## src/rtl/multi_plane_bit_flag_store_assert.svh

```systemverilog
// Assertion macros shared by the flag store.
`ifndef MULTI_PLANE_BIT_FLAG_STORE_ASSERT_SVH
`define MULTI_PLANE_BIT_FLAG_STORE_ASSERT_SVH

// Same-cycle implication, checked out of reset only.
`define MPBF_ASSERT_NOW(label, clk, rst_n, ante, cons, msg) \
    label: assert property (@(posedge clk) disable iff (!rst_n) (ante) |-> (cons)) \
        else $error(msg);

// Next-cycle implication, checked out of reset only.
`define MPBF_ASSERT_NEXT(label, clk, rst_n, ante, cons, msg) \
    label: assert property (@(posedge clk) disable iff (!rst_n) (ante) |=> (cons)) \
        else $error(msg);

`endif

```

## src/rtl/mpbf_pkg.sv

```systemverilog
package mpbf_pkg;

    localparam int unsigned MAX_ITEMS       = 1024;
    localparam int unsigned PLANES          = 8;
    localparam int unsigned WORD_BITS       = 32;
    localparam int unsigned BIT_IDX_W       = $clog2(WORD_BITS);
    localparam int unsigned WORDS_PER_PLANE = (MAX_ITEMS + WORD_BITS - 1) / WORD_BITS;
    localparam int unsigned STORE_WORDS     = PLANES * WORDS_PER_PLANE;
    localparam int unsigned WIDX_W          = $clog2(WORDS_PER_PLANE);
    localparam int unsigned PIDX_W          = (PLANES > 1) ? $clog2(PLANES) : 1;
    localparam int unsigned ADDR_W          = $clog2(STORE_WORDS);

    localparam int unsigned FUNC_W  = 3;
    localparam int unsigned ITEM_W  = 10;
    localparam int unsigned PLANE_W = 3;
    localparam int unsigned PADDR_W = 3;

    typedef enum logic [FUNC_W-1:0] {
        F_READ     = 3'd0,
        F_SET      = 3'd1,
        F_CLEAR    = 3'd2,
        F_TEST_SET = 3'd3,
        F_TEST_CLR = 3'd4,
        F_FILL     = 3'd5,
        F_FILL_ALL = 3'd6,
        F_NONE     = 3'd7
    } t_func;

    typedef enum logic [1:0] {
        S_IDLE,
        S_MOD,
        S_FILL
    } t_state;

    typedef struct packed {
        logic [FUNC_W-1:0]  func;
        logic [ITEM_W-1:0]  item;
        logic [PLANE_W-1:0] plane;
        logic               fill_value;
    } t_req;

    typedef struct packed {
        logic bit_res;
        logic error;
    } t_res;

    typedef struct packed {
        logic                 we;
        logic [ADDR_W-1:0]    waddr;
        logic [WORD_BITS-1:0] wdata;
        logic [ADDR_W-1:0]    raddr;
    } t_ram_req;

endpackage

```

## src/rtl/mpbf_ctrl.sv

```systemverilog
module mpbf_ctrl (
    input  logic                               i_clk,
    input  logic                               i_rst_n,
    input  logic                               i_start,
    input  mpbf_pkg::t_req                     i_req,
    input  logic [mpbf_pkg::PLANE_W-1:0]       i_planes_in_use,
    input  logic [mpbf_pkg::WORD_BITS-1:0]     i_rdata,
    output logic                               o_busy,
    output logic                               o_done,
    output mpbf_pkg::t_res                     o_res,
    output mpbf_pkg::t_ram_req                 o_ram
);
    import mpbf_pkg::*;

    t_state               r_state, n_state;
    t_func                r_func, n_func;
    logic [BIT_IDX_W-1:0] r_bitpos, n_bitpos;
    logic [ADDR_W-1:0]    r_addr, n_addr;
    logic [PIDX_W-1:0]    r_plane, n_plane;
    logic [PIDX_W-1:0]    r_top, n_top;
    logic [WIDX_W-1:0]    r_word, n_word;
    logic                 r_fill, n_fill;
    logic                 r_done, n_done;
    t_res                 r_res, n_res;

    t_func                req_func;
    logic                 accept;
    logic                 plane_err;
    logic                 item_err;
    logic                 req_err;
    logic [PIDX_W-1:0]    req_plane;
    logic [ADDR_W-1:0]    req_addr;
    logic [PIDX_W-1:0]    fill_top;
    logic [WORD_BITS-1:0] mask;
    logic                 old_bit;
    logic                 word_last;
    logic                 plane_last;

    assign req_func  = t_func'(i_req.func);
    assign accept    = i_start && (r_state == S_IDLE);
    assign req_plane = i_req.plane[PIDX_W-1:0];
    assign req_addr  = {req_plane, i_req.item[WIDX_W+BIT_IDX_W-1:BIT_IDX_W]};

    assign plane_err = (i_req.plane > i_planes_in_use) || (32'(i_req.plane) >= PLANES);
    assign item_err  = (32'(i_req.item) >= MAX_ITEMS);
    assign req_err   = (req_func == F_FILL) ? plane_err
                     : (req_func == F_FILL_ALL || req_func == F_NONE) ? 1'b0
                     : (plane_err || item_err);

    assign fill_top = (32'(i_planes_in_use) > PLANES - 1) ? PIDX_W'(PLANES - 1)
                                                          : PIDX_W'(i_planes_in_use);

    // The shared bit unit: one shifter builds the mask for the word in flight.
    assign mask       = WORD_BITS'(1) << r_bitpos;
    assign old_bit    = |(i_rdata & mask);
    assign word_last  = (r_word == WIDX_W'(WORDS_PER_PLANE - 1));
    assign plane_last = (r_plane == r_top);

    // Next state.
    always_comb begin
        n_state = r_state;
        case (r_state)
            S_IDLE: begin
                if (accept && !req_err) begin
                    if (req_func == F_FILL || req_func == F_FILL_ALL) begin
                        n_state = S_FILL;
                    end else if (req_func != F_NONE) begin
                        n_state = S_MOD;
                    end
                end
            end
            S_MOD: begin
                n_state = S_IDLE;
            end
            S_FILL: begin
                if (word_last && plane_last) begin
                    n_state = S_IDLE;
                end
            end
            default: begin
                n_state = S_IDLE;
            end
        endcase
    end

    // Datapath, memory request and result.
    always_comb begin
        n_func      = r_func;
        n_bitpos    = r_bitpos;
        n_addr      = r_addr;
        n_plane     = r_plane;
        n_top       = r_top;
        n_word      = r_word;
        n_fill      = r_fill;
        n_done      = 1'b0;
        n_res       = r_res;
        o_ram.we    = 1'b0;
        o_ram.waddr = r_addr;
        o_ram.wdata = '0;
        o_ram.raddr = req_addr;
        case (r_state)
            S_IDLE: begin
                if (accept) begin
                    n_func   = req_func;
                    n_bitpos = i_req.item[BIT_IDX_W-1:0];
                    n_addr   = req_addr;
                    n_fill   = i_req.fill_value;
                    n_word   = '0;
                    if (req_func == F_FILL_ALL) begin
                        n_plane = '0;
                        n_top   = fill_top;
                    end else begin
                        n_plane = req_plane;
                        n_top   = req_plane;
                    end
                    if (req_err || req_func == F_NONE) begin
                        n_done        = 1'b1;
                        n_res.bit_res = 1'b0;
                        n_res.error   = req_err;
                    end
                end
            end
            S_MOD: begin
                o_ram.waddr   = r_addr;
                n_done        = 1'b1;
                n_res.error   = 1'b0;
                n_res.bit_res = 1'b0;
                case (r_func)
                    F_READ: begin
                        n_res.bit_res = old_bit;
                    end
                    F_SET: begin
                        o_ram.we    = 1'b1;
                        o_ram.wdata = i_rdata | mask;
                    end
                    F_CLEAR: begin
                        o_ram.we    = 1'b1;
                        o_ram.wdata = i_rdata & ~mask;
                    end
                    F_TEST_SET: begin
                        o_ram.we      = 1'b1;
                        o_ram.wdata   = i_rdata | mask;
                        n_res.bit_res = old_bit;
                    end
                    F_TEST_CLR: begin
                        o_ram.we      = 1'b1;
                        o_ram.wdata   = i_rdata & ~mask;
                        n_res.bit_res = old_bit;
                    end
                    default: begin
                        o_ram.we = 1'b0;
                    end
                endcase
            end
            S_FILL: begin
                o_ram.we    = 1'b1;
                o_ram.waddr = {r_plane, r_word};
                o_ram.wdata = {WORD_BITS{r_fill}};
                n_word      = r_word + WIDX_W'(1);
                if (word_last) begin
                    if (plane_last) begin
                        n_done        = 1'b1;
                        n_res.bit_res = 1'b0;
                        n_res.error   = 1'b0;
                    end else begin
                        n_plane = r_plane + PIDX_W'(1);
                    end
                end
            end
            default: begin
                o_ram.we = 1'b0;
            end
        endcase
    end

    always_ff @(posedge i_clk) begin
        if (!i_rst_n) begin
            r_state <= S_IDLE;
            r_done  <= 1'b0;
        end else begin
            r_state <= n_state;
            r_done  <= n_done;
        end
    end

    always_ff @(posedge i_clk) begin
        r_func   <= n_func;
        r_bitpos <= n_bitpos;
        r_addr   <= n_addr;
        r_plane  <= n_plane;
        r_top    <= n_top;
        r_word   <= n_word;
        r_fill   <= n_fill;
        r_res    <= n_res;
    end

    assign o_busy = (r_state != S_IDLE);
    assign o_done = r_done;
    assign o_res  = r_res;

endmodule

```

## config.mk

```make
export PLATFORM = sky130hd
export DESIGN_NAME = mpbf_ctrl
export DESIGN_NICKNAME = d
export VERILOG_FILES = /design/src/rtl/multi_plane_bit_flag_store_assert.svh /design/src/rtl/mpbf_pkg.sv /design/src/rtl/mpbf_ctrl.sv
export SDC_FILE = /design/constraint.sdc
export NUM_CORES = 1
export LEC_CHECK = 0
export ABC_AREA = 0
export BUFFER_PORTS_ARGS = -buffer_cell sky130_fd_sc_hd__buf_4
export CAP_MARGIN = 20
export CORE_AREA = 8 8 89 91
export CTS_CLUSTER_DIAMETER = 150
export DETAILED_ROUTE_END_ITERATION = 10
export DIE_AREA = 0 0 97 99
export PLACE_DENSITY = 0.77
export REMOVE_ABC_BUFFERS = 1
export SLEW_MARGIN = 20
export SYNTH_ARGS = -nofsm -noshare
export SYNTH_HDL_FRONTEND = slang
export SYNTH_SLANG_ARGS = --single-unit
```

## constraint.sdc

```tcl
create_clock -name i_clk -period 1.97 [get_ports i_clk]
set_input_delay 0 -clock i_clk [delete_from_list [all_inputs] [get_ports i_clk]]
set_output_delay 0 -clock i_clk [all_outputs]
set_load 0.05 [all_outputs]
```

==> results of run 1 <==
==> state kept, by name (all words and copies together), names as in the netlist <==
name / flops
r_addr: 8
r_word: 5
o_res: 2
r_top: 3
r_func: 3
r_fill: 1
o_done: 1
r_plane: 3
r_bitpos: 5
r_state: 2
==> kinds of logic after synthesis <==
logic type | count (synthesis)
AOI/OAI and AO/OA | 102
xor gates and xnor gates | 8
adders and majority gates | 10
buffers and inverters | 47
DFF | 33
muxes | 10
and+or+nand+nor | 140
==> through the flow <==
stage | setup TNS (ps) | hold slack [ps] | instances | worst slack (ps)
3_5_place_dp | -10.8 | 186 | 521 | -10.8
3_3_place_gp | 0 | 180 | 521 | 19.9
2_1_floorplan | -30900 | 0 | 311 | -1020
4_1_cts | -452 | 2.91 | 553 | -57.9
5_1_grt | -2000 | 18.0 | 564 | -136
6_report | -163 | 0.359 | 564 | -43.4
==> placed cells by master, fill, tap and decap left out, types with 4 or more instances in the layout <==
cell type,count
nand3_1,5
o21ai_0,7
buf_4,136
mux2_2,4
nor2_4,5
nor2_1,53
xor2_1,6
nor2_2,16
dlygate4sd3_1,19
edfxtp_1,30
o221ai_1,31
buf_6,8
inv_1,8
a22o_1,9
a21boi_1,16
clkbuf_8,6
nand2_1,25
a21boi_0,17
ha_1,7
==> critical path: stages, from the launching register on <==
cell and delay [ps]:
edfxtp_1 460, buf_6 170, or3b_4 450, nor2_2 120, nor2_1 50, o221ai_1 170
a21boi_0 110, buf_4 210
==> metal layers <==
metal | part of all wire | wire length (um)
met1 | 0.41 | 4190
met2 | 0.51 | 5230
met3 | 0.064 | 660
met4 | 0.025 | 255
met5 | 0 | 0
==> layout make-up <==
cell class	count	area share
multi-input combinational	270	0.433
timing repair buffer	165	0.301
sequential	33	0.216
tap	80	0.0225
clock buffer	8	0.0202
inverter	8	0.00674
==> power groups by stage <==
stage / Sequential, uW / Combinational [uW] / Clock, uW
after global routing: 943 / 1590 / 557
after floorplan: 983 / 734 / 0
final: 933 / 1490 / 523
after global placement: 941 / 1280 / 0
after CTS: 930 / 1380 / 529
after detailed placement: 946 / 1310 / 0
==> path summary, 6_finish.rpt <==
kind,end,cells after the start
max,o_ram[21],7
min,r_state[0],3
max reg2reg,o_res[1],6
min reg2reg,r_state[0],2
==> cell usage after synthesis, types with 2 or more instances <==
library cell	number	share of area
a211oi_1	2	0.0051
a21boi_0	33	0.084
a21oi_1	3	0.0051
a221oi_1	2	0.0060
a22o_1	9	0.027
a32o_1	2	0.0068
and2_1	4	0.0085
buf_1	3	0.0038
buf_2	5	0.0085
buf_4	11	0.028
clkbuf_1	19	0.024
dfxtp_1	3	0.020
edfxtp_1	30	0.31
ha_1	10	0.043
inv_1	8	0.010
mux2_2	4	0.015
mux2i_1	5	0.017
nand2_1	28	0.036
nand2b_1	4	0.0085
nand3_1	5	0.0085
nand3b_1	3	0.0077
nor2_1	74	0.094
nor2b_1	5	0.011
nor3_1	4	0.0068
nor4b_1	3	0.0089
o21ai_0	7	0.012
o221ai_1	32	0.095
o22ai_1	2	0.0043
or3_1	3	0.0064
xnor2_1	2	0.0060
xor2_1	6	0.018
==> what timing repair did <==
item	in CTS	in global routing
endpoints found under the setup margin	39	48
hold endpoints to repair	19	0
buffers inserted	5	11
hold buffers	19	0
gates resized for setup	17	57
pin swaps	3	23
==> out/qor.yml, run 1 <==
htree_num_levels: 2
fillers: 517
synthAdderAreaFrac: 0.0425
use_met2: 0.361
cts-root-buf: "clkbuf_8"
ios: 108
sw_frac_of_total: 0.401
fin_skew_ps: 6.46
clk_pin_slew_ps: 60
ant_nets: 0
synth_seq_area_share: 0.327
grt_max_degree: 34
cts.sinks: 33
seqPwrFrac: 0.317
wirelength_mm: 10.3
p_leak_uw: 0.00181
setup_viol: 7
routabilityCongestion: 0.877
busiest_layer: "met2"
place_area_mm2: 0.00385
yosys_warnings: 0
areaGrowthSynthToFinish_pct: 51.4
relSlewSlack: 0.673
synth_edf_count: 30
worst_slew_pin_slew_ps: 483
dpl.hpwl_mm: 7.56
pwr-share-comb: 0.506
ir_drop_mv: 0.537
routedWlPerCell_um: 18.3
initial_core_util: 0.448
synth_top_family_by_area: "compound AO/OA/AOI/OAI gates"
reg2reg_slack_ps: 10
switchingPower_uw: 1180
r2r_start: "r_bitpos[0]"
cts_tree: "built"
met1_usage: 0.231
hold_path.class: "input pin to flip-flop"
drv_cap: 0
layout-drive-gt1-share: 0.413
grt_pass1_wl_mm: 16.4
violations: "setup timing"
clock_latency_ps: 290
min-delay-start: "i_rst_n"
ys_async_sr_fraction: 0
synth_seq_cells: 33
p_clk_frac: 0.177
use_met3: 0.0483
synth_xor_area_frac: 0.0238
io_buffers: 107
hold_viol_final: 0
syn_area_per_cell_um2: 8.41
p_total_uw: 2950
path_class: "flip-flop to output pin"
initialDrtViolationCount: 230
viasPerCell: 5.84
synth_compound_area_frac: 0.275
rsz0062_at_grt: "true"
grt-ovfl-total: 0
min_period_ps: 2010
final_core_utilization: 0.678
multi_input_area_mm2: 0.00193
clockBufferDepth: 2
fin_area_mm2: 0.00445
period_share: 1.02
cts_buffers: 5
crit_path_end_kind: "output pin"
drv_slew: 0
syn-cell-area_mm2: 0.00294
seq_area_um2: 962
antenna_cells: 0
remaining_drc_errors: 0
worstPathArrival_ps: 2010
drtPass1Iterations: 4
status: "finished, violations left"
yosysUniqueCellTypes: 50
grt_use_total: 0.203
die_w_um: 97
required_ps: 1970
p_per_area_mw_per_mm2: 662
worst_slack_ps: -43.4
synth_mux_area_frac: 0.0400
core_area_mm2: 0.00657
fmaxAchievable_ghz: 0.497
antenna_found_initial: 0
fp-row-count: 30
final_nets: 548
syn_inst: 350
via_count: 3295
die_area_mm2: 0.00960
internal_power_uw: 1770
synth-simple-area-share: 0.214
crit_start: "r_bitpos[1]"
critPathMaxFanout: 5
die_h_um: 99
cp-start-kind: "flip-flop"
first_global_vias: 3241
synth_ff_type: "edfxtp_1"
Note: power is estimated with default switching activity, not from simulation.
==> run 2: changes to the inputs <==
- MAX_ROUTING_LAYER: unset -> met4
- SLEW_MARGIN: 20 -> unset
==> run 2 against run 1 <==
Compared with the run above: the run still ends with setup timing left; critical path type unchanged; clock power rose by 18%; total power increased by 3.0%; via count decreased by 0.82%; clock skew rose by 4.8 ps; highest routed layer unchanged; worst hold slack gained 97 ps; combinational power about the same.
==> out/qor.yml, run 2 (synthesis results as in run 1) <==
critPathMaxFanout: 6
top_register: "r_addr"
largest_reg_flops: 8
fin_area_mm2: 0.00448
seqPwrFrac: 0.308
dp_cells: 522
sw_frac_of_total: 0.390
drv_cap: 0
path_class: "flip-flop to output pin"
fmaxAchievable_ghz: 0.471
period_share: 1.08
whs_path_depth: 3
cts_buffers: 5
place_area_mm2: 0.00386
initial_core_util: 0.448
p_leak_uw: 0.00182
initialDrtViolationCount: 157
pwr-share-comb: 0.488
die_h_um: 99
die_w_um: 97
remaining_drc_errors: 0
switchingPower_uw: 1180
worst_slew_pin_slew_ps: 516
grt_use_total: 0.203
grt-ovfl-total: 0
viasPerCell: 5.77
die_area_mm2: 0.00960
grt_pass1_wl_mm: 16.0
fillers: 495
cts.sinks: 33
areaGrowthSynthToFinish_pct: 52.2
required_ps: 1970
worstPathArrival_ps: 2120
first_global_vias: 3235
antenna_found_initial: 0
internal_power_uw: 1850
fin_skew_ps: 11.3
wirelength_mm: 10.2
mostFrequentLayoutCells: "139 x buf_4, 58 x nor2_1, 31 x o221ai_1"
routedWlPerCell_um: 18.0
rsz0062_at_grt: "true"
fp-row-count: 30
ios: 108
io_buffers: 107
violations: "setup timing"
layout-drive-gt1-share: 0.399
worst_slack_ps: -151
cts_tree: "built"
r2r_cells: 6
ir_drop_mv: 0.631
ant_nets: 0
clock_latency_ps: 290
relSlewSlack: 0.653
antenna_cells: 0
status: "finished, violations left"
cts-root-buf: "clkbuf_8"
final_nets: 550
stdcell_count: 566
drv_slew: 0
hold_path.class: "input pin to flip-flop"
cp-start-kind: "flip-flop"
setup_viol: 9
core_area_mm2: 0.00657
p_per_area_mw_per_mm2: 678
p_clk_frac: 0.204
htree_num_levels: 2
min_period_ps: 2120
drtPass1Iterations: 4
grt_max_degree: 34
via_count: 3268
layout_commonest_cell: "buf_4"
clk_pin_slew_ps: 70
routabilityCongestion: 0.885
top_regs: "r_addr: 8 flops, r_bitpos: 5 flops, r_word: 5 flops"
dpl.hpwl_mm: 7.33
clockBufferDepth: 2
crit_path_end_kind: "output pin"
hold_viol_final: 0
==> run 2: worst paths after layout <==
kind	startpoint	end	slack [ps]
max	r_bitpos[4]	o_ram[21]	-150
min	i_req[2]	r_top[1]	100
max reg2reg	r_bitpos[0]	o_res[1]	-50
min reg2reg	r_state[0]	r_state[0]	510
==> run 2: final cells by class <==
type	count	area [um2]	share of cell area
multi-input cells	270	1930	0.430
repair buffers	167	1350	0.301
flip-flops and latches	33	962	0.215
well taps	80	100	0.0223
clock buffers	6	72.6	0.0162
clock inverters	2	33.8	0.00754
inverters	8	33.8	0.00754
==> run 2: repair_timing <==
item                                   in CTS  in global routing
setup endpoints to repair                  37                 45
hold buffers                               20                  1
cloned                                      0                  0
gates resized for setup                    44                 28
setup buffers                              11                  5
endpoints found under the hold margin      20                  1
pin swaps                                  17                  7
==> run 2: worst max-delay path, cell delays in order (launching register included) <==
cell and delay (ps):
edfxtp_1 500, buf_4 180, or3b_4 460, nor2_4 120, nor2_1 70, o221ai_1 210, a21boi_1 100, buf_4 200
==> run 2: routing by layer <==
layer | vias up | GRT usage | routed length, um
li1 | 1563 | - | -
met5 | - | - | 0
met3 | 18 | 0.0350 | 622
met1 | 1550 | 0.242 | 4260
met2 | 137 | 0.347 | 5090
met4 | 0 | 0.0544 | 219
==> run 2: power groups by stage <==
stage,registers (uW),logic [uW],clock network [uW]
2_1_floorplan,983,734,0
3_3_place_gp,943,1280,0
3_5_place_dp,948,1300,0
4_1_cts,933,1410,627
5_1_grt,942,1580,652
6_report,934,1480,619
==> run 2: through the flow <==
stage	utilization	hold WS (ps)	setup TNS, ps	power [uW]	setup WS [ps]
2_1_floorplan	-	0	-30900	1720	-1020
3_3_place_gp	0.587	181	0	2220	20.8
3_5_place_dp	0.587	183	-88.7	2240	-88.7
4_1_cts	0.662	1.51	-181	2970	-74.7
5_1_grt	0.682	99.5	-2900	3170	-180
6_report	0.682	97.4	-420	3040	-151
==> run 3: changes to the inputs <==
- CORE_AREA: 8 8 89 91 -> 2 2 79 81
- DIE_AREA: 0 0 97 99 -> 0 0 81 83
- PLACE_DENSITY: 0.77 -> 0.81
- clock period: 1.97 -> 2.2 ns (I/O delays scaled with it)
==> run 3 against run 2 <==
Compared with the run above: the run now ends clean; core utilization up 3.0 points; sequential cell count unchanged; register-to-register slack gained 250 ps; clock power decreased by 27%; total power down 18%; via count is 1.9% lower; cell area decreased by 7.6%; clock-buffer cell count shrank 1; critical path depth increased by 1; global-route usage grew 6.9 points; critical endpoint is now o_ram[34]; highest routed layer unchanged.
==> out/qor.yml, run 3 (synthesis results as in run 1) <==
worst_slew_pin_slew_ps: 523
cts.sinks: 33
fmaxAchievable_ghz: 0.481
cts_buffers: 5
crit_path_top_delay_cell: "edfxtp_1"
drv_slew: 0
min_period_ps: 2080
top_regs: "r_addr: 8 flops, r_bitpos: 5 flops, r_word: 5 flops"
final_nets: 535
cts_tree: "built"
grt-ovfl-total: 0
areaGrowthSynthToFinish_pct: 40.6
clk_pin_slew_ps: 70
grt_max_degree: 35
ir_drop_mv: 0.501
io_buffers: 107
mostFrequentLayoutCells: "131 x buf_4, 70 x nor2_1, 32 x o221ai_1"
first_global_vias: 2970
die_area_mm2: 0.00672
layout-drive-gt1-share: 0.333
htree_num_levels: 2
cp_common_cell: "buf_4"
clockBufferDepth: 2
layout_commonest_cell: "buf_4"
antenna_found_initial: 0
die_h_um: 83
top_register: "r_addr"
critPathMaxFanout: 7
dp_cells: 508
worstPathArrival_ps: 2080
fin_setup_tns_ps: 0
relSlewSlack: 0.648
dpl.hpwl_mm: 6.34
cts-root-buf: "clkbuf_8"
wirelength_mm: 8.97
whs_ps: 15.8
required_ps: 2200
antenna_cells: 0
p_leak_uw: 0.00170
drtPass1Iterations: 5
period_share: 0.945
hold_viol_final: 0
fp-row-count: 28
grt_use_total: 0.272
whs_path_depth: 3
fin_skew_ps: 6.33
via_count: 3207
cp-start-kind: "flip-flop"
stdcell_count: 546
slowest_delay_ps: 480
routedWlPerCell_um: 16.4
crit_path_end_kind: "output pin"
r2r_cells: 7
initial_core_util: 0.506
p_per_area_mw_per_mm2: 598
path_class: "flip-flop to output pin"
hold_path.class: "input pin to flip-flop"
ant_nets: 0
initialDrtViolationCount: 144
core_area_mm2: 0.00582
grt_pass1_wl_mm: 14.2
drv_cap: 0
crit_chain: "buf_4 > nand2b_1 > buf_4 > nor2_1 > nor2_1 > o221ai_1 > a21boi_0 > buf_4"
viasPerCell: 5.87
setup_viol: 0
ios: 108
routabilityCongestion: 0.967
final_core_utilization: 0.712
status: "finished, final reports clean"
clock_latency_ps: 290
p_total_uw: 2480
largest_reg_flops: 8
remaining_drc_errors: 0
die_w_um: 81
## run 3: worst max-delay path: cells and delay by family, from the launching register on
kind / cells / cell delay, ps
flops: 1 / 480
compound gates: 2 / 380
buf+inv: 3 / 630
simple gates: 3 / 290
## run 3: what timing repair did
action	4_1_cts	5_1_grt
hold buffers	20	0
endpoints found under the hold margin	20	0
setup buffers	3	7
pin swaps	0	1
gates resized for setup	0	11
endpoints found under the setup margin	5	17
## run 3: area by class of cell
type,count,area [um2]
Multi-Input combinational cell,270,1780
Fill cell,461,1680
Timing Repair Buffer,152,1190
Sequential cell,33,961
Tap cell,75,93.8
Clock buffer,5,68.8
Inverter,8,30.0
Clock inverter,3,17.5
## run 3: through the flow
stage | setup slack (ps) | cell area, um2
finish | 120 | 4140
global route | -5.99 | 4140
CTS | 48.1 | 4070
detailed placement | 238 | 3760
global placement | 271 | 3760
floorplan | -787 | 2740
## run 3: power by group
part           internal (uW)  switching (uW)
logic                    460             731
clock network            218             233
registers                779            55.1
total                   1460            1020
## run 3: final timing paths
path,slack (ps),from,to
setup / recovery,120,r_bitpos[3],o_ram[34]
setup reg to reg,200,r_bitpos[0],o_res[1]
hold / removal,20,i_rst_n,r_state[1]
hold reg to reg,530,r_state[1],r_state[1]
## run 3: layer usage
| layer | routed length, um | up-vias | track usage |
|---|---|---|---|
| li1 | - | 1532 | - |
| met2 | 4390 | 140 | 0.441 |
| met1 | 3860 | 1516 | 0.349 |
| met4 | 175 | 0 | 0.0801 |
| met3 | 543 | 19 | 0.0446 |
| met5 | 0 | - | - |
